[src/rtl/ibt_pkg.sv]
`default_nettype none

package ibt_pkg;

   // Default sizing of the table
   localparam int TABLE_CELLS_DEF = 64;
   localparam int HASH_COUNT_DEF  = 4;
   localparam int VALUE_BYTES_DEF = 8;
   localparam int COUNT_BITS_DEF  = 16;

   // Operation codes; the spare code behaves as a lookup
   localparam logic [1:0] OP_INSERT = 2'd0;
   localparam logic [1:0] OP_ERASE  = 2'd1;
   localparam logic [1:0] OP_LOOKUP = 2'd2;
   localparam logic [1:0] OP_SPARE  = 2'd3;

   // Result status codes
   localparam logic [1:0] STAT_DONE   = 2'd0;
   localparam logic [1:0] STAT_ABSENT = 2'd1;
   localparam logic [1:0] STAT_FOUND  = 2'd2;
   localparam logic [1:0] STAT_UNDET  = 2'd3;

   // Hash seeds, lengths and mixing constants
   localparam logic [31:0] CHECK_SEED = 32'd11;
   localparam logic [3:0]  KEY_BYTES  = 4'd8;
   localparam logic [31:0] MM_C1      = 32'hcc9e2d51;
   localparam logic [31:0] MM_C2      = 32'h1b873593;
   localparam logic [31:0] MM_C3      = 32'h85ebca6b;
   localparam logic [31:0] MM_C4      = 32'hc2b2ae35;
   localparam logic [31:0] MM_ADD     = 32'he6546b64;

   typedef struct packed {
      logic [1:0]  op;
      logic [63:0] key;
      logic [63:0] value_in;
   } req_type;

   typedef struct packed {
      logic [1:0]  status;
      logic [63:0] value_out;
   } rsp_type;

   typedef struct packed {
      logic        start;
      logic [31:0] seed;
      logic [63:0] data;
      logic [3:0]  len;
   } hash_req_type;

   typedef struct packed {
      logic        done;
      logic [31:0] hash;
   } hash_rsp_type;

endpackage

`default_nettype wire

[src/rtl/ibt_hash.sv]
`default_nettype none

module ibt_hash (
   input  logic                  clock,
   input  logic                  reset,
   input  ibt_pkg::hash_req_type hreq,
   output ibt_pkg::hash_rsp_type hrsp
);

   typedef enum logic [5:0] {
      HS_IDLE = 6'b000001,
      HS_K1   = 6'b000010,
      HS_K2   = 6'b000100,
      HS_MIX  = 6'b001000,
      HS_F1   = 6'b010000,
      HS_F2   = 6'b100000
   } hstate_type;

   hstate_type  state_ff, state_in;
   logic [31:0] h_ff, h_in;
   logic [31:0] k_ff, k_in;
   logic [63:0] data_ff, data_in;
   logic [3:0]  len_ff, len_in;
   logic [1:0]  blk_ff, blk_in;
   logic        done_ff, done_in;

   logic [1:0]  nblk, blk_inc;
   logic [31:0] word, tail_mask, word_m;
   logic [31:0] hk, rot13, mixed, fin_a, fin0, fin1;
   logic [31:0] mul_a, mul_b, prod;
   logic        more;

   // Select the current 32-bit block and mask the tail bytes
   always_comb begin
      nblk    = len_ff[3:2];
      blk_inc = blk_ff + 2'd1;
      word    = blk_ff[0] ? data_ff[63:32] : data_ff[31:0];
      case (len_ff[1:0])
         2'd1:    tail_mask = 32'h000000ff;
         2'd2:    tail_mask = 32'h0000ffff;
         2'd3:    tail_mask = 32'h00ffffff;
         default: tail_mask = 32'hffffffff;
      endcase
      word_m = (blk_ff < nblk) ? word : (word & tail_mask);
      more   = (blk_inc < nblk) || ((blk_inc == nblk) && (len_ff[1:0] != 2'd0));
   end

   // Mixing and finalisation terms around the shared multiplier
   always_comb begin
      hk    = h_ff ^ k_ff;
      rot13 = {hk[18:0], hk[31:19]};
      mixed = (rot13 << 2) + rot13 + ibt_pkg::MM_ADD;
      fin_a = h_ff ^ {28'd0, len_ff};
      fin0  = fin_a ^ (fin_a >> 16);
      fin1  = h_ff ^ (h_ff >> 13);
   end

   // Shared 32x32 multiplier, low half of the product
   always_comb begin
      case (state_ff)
         HS_K2: begin
            mul_a = {k_ff[16:0], k_ff[31:17]};
            mul_b = ibt_pkg::MM_C2;
         end
         HS_F1: begin
            mul_a = fin0;
            mul_b = ibt_pkg::MM_C3;
         end
         HS_F2: begin
            mul_a = fin1;
            mul_b = ibt_pkg::MM_C4;
         end
         default: begin
            mul_a = word_m;
            mul_b = ibt_pkg::MM_C1;
         end
      endcase
      prod = mul_a * mul_b;
   end

   // Sequence the blocks, the tail and the finalisation
   always_comb begin
      state_in = state_ff;
      h_in     = h_ff;
      k_in     = k_ff;
      data_in  = data_ff;
      len_in   = len_ff;
      blk_in   = blk_ff;
      done_in  = 1'b0;
      case (state_ff)
         HS_IDLE: begin
            if (hreq.start) begin
               h_in     = hreq.seed;
               data_in  = hreq.data;
               len_in   = hreq.len;
               blk_in   = 2'd0;
               state_in = (hreq.len != 4'd0) ? HS_K1 : HS_F1;
            end
         end
         HS_K1: begin
            k_in     = prod;
            state_in = HS_K2;
         end
         HS_K2: begin
            k_in     = prod;
            state_in = HS_MIX;
         end
         HS_MIX: begin
            h_in     = (blk_ff < nblk) ? mixed : hk;
            blk_in   = blk_inc;
            state_in = more ? HS_K1 : HS_F1;
         end
         HS_F1: begin
            h_in     = prod;
            state_in = HS_F2;
         end
         HS_F2: begin
            h_in     = prod;
            done_in  = 1'b1;
            state_in = HS_IDLE;
         end
         default: begin
            state_in = HS_IDLE;
         end
      endcase
   end

   always_ff @(posedge clock) begin
      if (reset) begin
         state_ff <= HS_IDLE;
         done_ff  <= 1'b0;
      end else begin
         state_ff <= state_in;
         done_ff  <= done_in;
      end
      h_ff    <= h_in;
      k_ff    <= k_in;
      data_ff <= data_in;
      len_ff  <= len_in;
      blk_ff  <= blk_in;
   end

   assign hrsp.done = done_ff;
   assign hrsp.hash = h_ff ^ (h_ff >> 16);

endmodule

`default_nettype wire

[config.mk]
export PLATFORM = sky130hd
export DESIGN_NAME = ibt_hash
export DESIGN_NICKNAME = d
export VERILOG_FILES = /design/src/rtl/ibt_pkg.sv /design/src/rtl/ibt_hash.sv
export SDC_FILE = /design/constraint.sdc
export NUM_CORES = 1
export LEC_CHECK = 0
export BUFFER_PORTS_ARGS = -buffer_cell sky130_fd_sc_hd__buf_2
export CAP_MARGIN = 25
export CORE_UTILIZATION = 35
export CTS_CLUSTER_DIAMETER = 100
export DETAILED_ROUTE_END_ITERATION = 10
export GPL_TIMING_DRIVEN = 0
export PLACE_DENSITY = 0.59
export SETUP_SLACK_MARGIN = 0.2
export SYNTH_ARGS = -nofsm -noshare
export SYNTH_HDL_FRONTEND = slang
export SYNTH_SLANG_ARGS = --single-unit
export TNS_END_PERCENT = 10
[constraint.sdc]
create_clock -name clock -period 8.8 [get_ports clock]
set_input_delay 1.76 -clock clock [delete_from_list [all_inputs] [get_ports clock]]
set_output_delay 1.76 -clock clock [all_outputs]
set_load 0.05 [all_outputs]
### Word level (Yosys, flattened, before mapping)

Index checks and enable logic that the tools add are counted.

* add/sub/neg operators: 3
* multipliers: 1
* divide/modulo/power cells: 0
* $lt $le $gt $ge: 2
* eq/ne operators: 11
* shifts and indexed selects: 0
* mux-type cells: 15
* bitwise gates (word level): 6
* reductions and logical operators: 11

Operators by type and width (number)
* $pmux W32 S3: 4
* $mux W32: 4
* $xor A32 B16 Y32: 2
* $add A32 B32 Y32: 1
* $add A32 B32 Y32 const B: 1
* $and A32 B32 Y32: 1
* $mul A32 B32 Y32: 1
* $xor A32 B19 Y32: 1
* $xor A32 B32 Y32: 1
* $xor A32 B4 Y32: 1
* $pmux W6 S5: 1
* $mux W5: 2
* $eq A6 B1 Y1 const B: 1
* $eq A6 B2 Y1 const B: 1
* $eq A6 B3 Y1 const B: 1
* $eq A6 B4 Y1 const B: 1
* $eq A6 B5 Y1 const B: 1
* $eq A6 B6 Y1 const B: 1
* $mux W6: 1
* $reduce_and A2 Y1: 3
* $eq A2 B2 Y1 const B: 2
* $lt A2 B2 Y1: 2
* $pmux W2 S2: 1
* $reduce_bool A2 Y1: 2
* 11 further kinds: 12

* register bits after elaboration: 141
* latch bits: 0
* RAM bits: 0
* memory bits (read-only): 0
* input port bits: 103
* output and inout port bits: 33
* word-level logic and storage cells: 56
* memories: 0

### Depth between registers and ports, before layout

* depth after elaboration: 7
* depth in mapped cells: 40
* mapped depth without buffers: 38

### Worst setup path before layout

No wires, ideal clock.

* kind: register -> register
* from: register blk_ff[0]
* to: register h_ff[31] (data pin)
* library setup time: 0.259 ns
* arrival: 9.297 ns
* data required time: 8.541 ns
* path slack: -0.756 ns
* cell stages (with the launch flop): 34
* buffers on the path: 5
* clock period less this slack: 9.556 ns
* path through: edfxtp_1 > clkbuf_1 > buf_2 > buf_1 > clkbuf_1 > inv_1 > ha_1 > nor2b_1 > or2_2 > clkbuf_1 > a21oi_2 > a211oi_1 > or2_2 > inv_1 > fa_1 > fa_1 > fa_1 > inv_1 > fa_1 > fa_1 > fa_1 > fa_1 > fa_1 > xnor2_1 > xnor2_1 > xnor3_1 > xnor3_1 > xnor3_1 > xnor2_1 > xnor3_1 > xnor3_1 > xor2_1 > a21oi_1 > o21ai_1

* cells in the longest elaborated chain, start to end: 6
* elaborated cells between the ends (all ways): 8
* those cells by class: mul (1); order compare (1); mux (5); bitwise (1)

Ends and longest elaborated chain
* from (decl): RTL line ibt_hash.sv:24 `logic [1:0] blk_ff, blk_in;`
* from (signal assigned): RTL line ibt_hash.sv:140 `blk_ff <= blk_in;`
* $mux W32: RTL line ibt_hash.sv:37 `word = blk_ff[0] ? data_ff[63:32] : data_ff[31:0];`
* $and A32 B32 Y32: RTL line ibt_hash.sv:44 `word_m = (blk_ff < nblk) ? word : (word & tail_mask);`
* $mux W32 (*): RTL line ibt_hash.sv:44
* $pmux W32 S3 (*): RTL line ibt_hash.sv:60 `case (state_ff)`
* $mul A32 B32 Y32 (*): RTL line ibt_hash.sv:78 `prod = mul_a * mul_b;`
* via prod[31]: RTL line ibt_hash.sv:30 `logic [31:0] mul_a, mul_b, prod;`
* $pmux W32 S3 (*): RTL line ibt_hash.sv:90 `case (state_ff)`
* via h_in[31]: RTL line ibt_hash.sv:20 `logic [31:0] h_ff, h_in;`
* to (signal assigned): RTL line ibt_hash.sv:136 `h_ff <= h_in;`
* to (decl): RTL line ibt_hash.sv:20

Mark *: on every way through the listed nets, which the timed path passes. The rest lies on a longest branch.
A chain may end at the register's enable or synchronous reset.

### Worst setup path after layout

* from: register state_ff[1]
* to: register h_ff[31] (data pin)

* cells in the longest elaborated chain, start to end: 4
* elaborated cells between the ends (all ways): 10
* those cells by class: mul (1); eq/ne (5); mux (3); reduce/logical (1)

Ends and longest elaborated chain
* from (decl): RTL line ibt_hash.sv:19 `hstate_type state_ff, state_in;`
* from (signal assigned): RTL line ibt_hash.sv:133 `state_ff <= state_in;`
* $eq A6 B6 Y1, or another cell as far along: RTL line ibt_hash.sv:60
* $pmux W32 S3: RTL line ibt_hash.sv:60
* $mul A32 B32 Y32 (*): RTL line ibt_hash.sv:78
* via prod[31]: RTL line ibt_hash.sv:30
* $pmux W32 S3 (*): RTL line ibt_hash.sv:90
* via h_in[31]: RTL line ibt_hash.sv:20

Marks and branches as above.

==> flow_summary.toml <==
[timing]
relSlewSlack = 0.337
drv_slew = 0
rsz0062_at_grt = "true"
fin_skew_ns = 0.0151
fmax_mhz = 106
worstMarginPinSlew_ns = 0.994
setup_viol = 7
fin_tns_setup_ns = -1.61
finalCriticalPeriod_ns = 9.42
hold_viol = 0
period_share = 1.07
layout_setup_ws_ns = -0.624

[synthesis]
postSynthCellCount = 2415
synth-edff-count = 134
avgSynthCellArea_sq_um = 9.74
ys_seq_area_frac = 0.177
ys_seq_elements = 141
netlist_area_sq_um = 23500
synth_nets = 3110
yosysUniqueCellTypes = 84
ys_warn_count = 0
synth_ff_type = "edfxtp_1"
ys_async_sr_fraction = 0

[drt]
antenna_left = 0
viasPerCell = 5.27
routed-via-count = 18583
dr.first_iter.drc_count = 1842
wl_mm = 94.6
dr.pass1.iters = 6
wl_per_cell_microns = 26.8
drc = 0

[clocking]
clockBufferDepth = 2
hold_buffers = 0
clock_latency_ns = 0.47
clock_sinks = 141
htreeDepth = 4
tritoncts = "done"
numCtsBuffers = 17
cts-root-buf = "clkbuf_16"
clkTransAtPathRegs_ns = 0.06

[final_layout]
nNetsFinal = 3342
multi_input_area_sq_um = 17400
drive_gt1_frac = 0.200
syn2layout_area_growth_pct = 17.3
fill_cells = 6585
ff_latch_area_sq_um = 4160

[placed_design]
post-place-ws_ns = -2.49
gp_congestion = 1.03
hpwl_mm = 81.6
port_buffers = 135

[setup_path]
critPathKind = "flop to flop"
cp-start-kind = "flop"
cp_slowest_cell = "fa_1"
cp_top_family = "adder cells"
r2r_slack_ns = -0.62
required_ns = 9.00
critPathLaunch = "state_ff[1]"
worst_r2r_startpoint = "state_ff[1]"
end_kind = "flop"
cp_common_cell = "fa_1"
crit_buf_inv = 10
critPathMaxFanout = 10
arrival_ns = 9.62
critPathMaxStageDelay_ns = 0.60

[min_path]
min_from = "state_ff[1]"
hp-class = "flop to flop"

[floorplanning]
ios = 136
core_area_sq_um = 66100
dieArea_sq_um = 68300
start_util = 0.356
die_w_microns = 261
rows = 94
fp.dieH_microns = 261

[global_routing]
grt_pass1_vias = 19301
grt_pass1_wl_mm = 134
grt_overflow = 0
grt_max_degree = 70
grtUsageTotal = 0.282
antenna_found_initial = 2

[run_status]
violations = "negative setup slack"
status = "finished, violations left"

[flow_run]
cap_violations = 0
==> metal layers <==
metal / vias to the layer above / wire [microns] / track usage
met5: - / 0 / 0
met4: 0 / 5670 / 0.145
met3: 237 / 8260 / 0.0557
met2: 917 / 43300 / 0.446
met1: 9419 / 37300 / 0.366
li1: 8010 / - / -
==> cells in the mapped netlist (7+ instances only) <==
master	number	area [sq um]
inv_1	623	2340
fa_1	398	7970
ha_1	194	2430
nand2_1	170	638
edfxtp_1	134	4020
nor2_1	130	488
xnor2_1	96	841
a21oi_1	90	450
o21ai_0	59	295
xor2_1	59	517
clkbuf_1	48	180
nand3_1	24	120
buf_4	21	158
mux2_2	20	225
and2_1	19	119
and3_1	19	119
a21o_1	18	135
mux2i_1	17	170
nor3_1	16	80.1
a211oi_1	15	113
a22oi_1	15	113
buf_2	14	70.1
nand2b_1	14	87.6
o21bai_1	12	90.1
a221o_1	11	110
nor2b_1	11	68.8
o211ai_1	11	82.6
o21a_1	11	82.6
or2_2	11	68.8
a31oi_1	8	50.1
xnor3_1	8	180
dfxtp_1	7	140
inv_2	7	26.3
==> area by class of cell <==
type / count / area share
multi-input combinational: 1555 / 0.630
sequential: 141 / 0.151
inverter: 630 / 0.0860
timing repair buffer: 214 / 0.0505
tap: 864 / 0.0392
buffer: 88 / 0.0233
clock buffer: 22 / 0.0172
clock inverter: 10 / 0.00240
antenna: 2 / 0.000181
==> worst register-to-register path, delay by kind of cell (launching register included) <==
family / cells / cell delay (ns)
compound gates: 2 / 0.21
buf+inv: 10 / 1.41
flops: 1 / 0.30
fa+ha+maj: 8 / 3.55
simple gates: 6 / 1.42
xor+xnor: 9 / 2.26
==> logic make-up (layout without fill, tap and decap cells) <==
| group | Yosys count | in the layout | synth area share |
|---|---|---|---|
| multiplexers | 37 | 37 | 0.0168 |
| buffers and inverters | 719 | 964 | 0.119 |
| flip-flops | 141 | 141 | 0.177 |
| adder cells (fa/ha/maj) | 592 | 592 | 0.442 |
| AND/OR/NAND/NOR | 450 | 450 | 0.0899 |
| other | 0 | 2 | 0 |
| AO/OA/AOI/OAI | 312 | 312 | 0.0892 |
| XOR/XNOR | 164 | 164 | 0.0661 |
==> worst paths after layout <==
kind,to,cells past startpoint
worst min-delay path,state_ff[2],3
worst min register to register,state_ff[2],3
worst max register to register,h_ff[31],35
worst max-delay path,h_ff[31],35
==> flip-flops by register name, summed over array words and instances, names as in the netlist <==
signal and flops:
data_ff 64, k_ff 32, blk_ff 2, state_ff 6
h_ff 32, len_ff 4, done_ff 1
==> through the flow <==
step | util | std cells | hold slack [ns] | instance area (sq um)
finish | 0.417 | 3526 | 0.720 | 27600
global route | 0.417 | 3524 | 0.728 | 27600
CTS | 0.409 | 3499 | 0.743 | 27100
detailed placement | 0.385 | 3419 | 0.730 | 25400
global placement | 0.384 | 3414 | 0.698 | 25400
floorplan | - | 2415 | 0.634 | 23600
==> what timing repair did <==
item,4_1_cts,5_1_grt
buffers inserted,49,25
gates resized for setup,179,92
cloned,0,0
endpoints found under the setup margin,37,31
pin swaps,65,44
hold endpoints to repair,0,0
==> cells in the final DEF (no fill, tap or decap), drive strengths merged, types with 5 or more instances in the layout <==
master and count:
nor4 6, or3 5, clkbuf 68, buf 256
nor3 19, edfxtp 134, a31oi 8, a221o 11
nor2b 11, o21ai 65, o21bai 12, xnor2 97
and2 19, mux2i 17, a211oi 15, a21oi 92
dfxtp 7, or2 12, xnor3 8, ha 194
xor2 59, nor2 132, mux2 20, inv 630
clkinv 7, o21a 11, fa 398, a311oi 5
nand2 171, nand3 24, o211ai 13, nand2b 14
nor3b 5, a22oi 15, and3 19, a21o 18
Power is not shown: default switching activity piles up to over one toggle a cycle in this logic, so the estimate is an artifact.
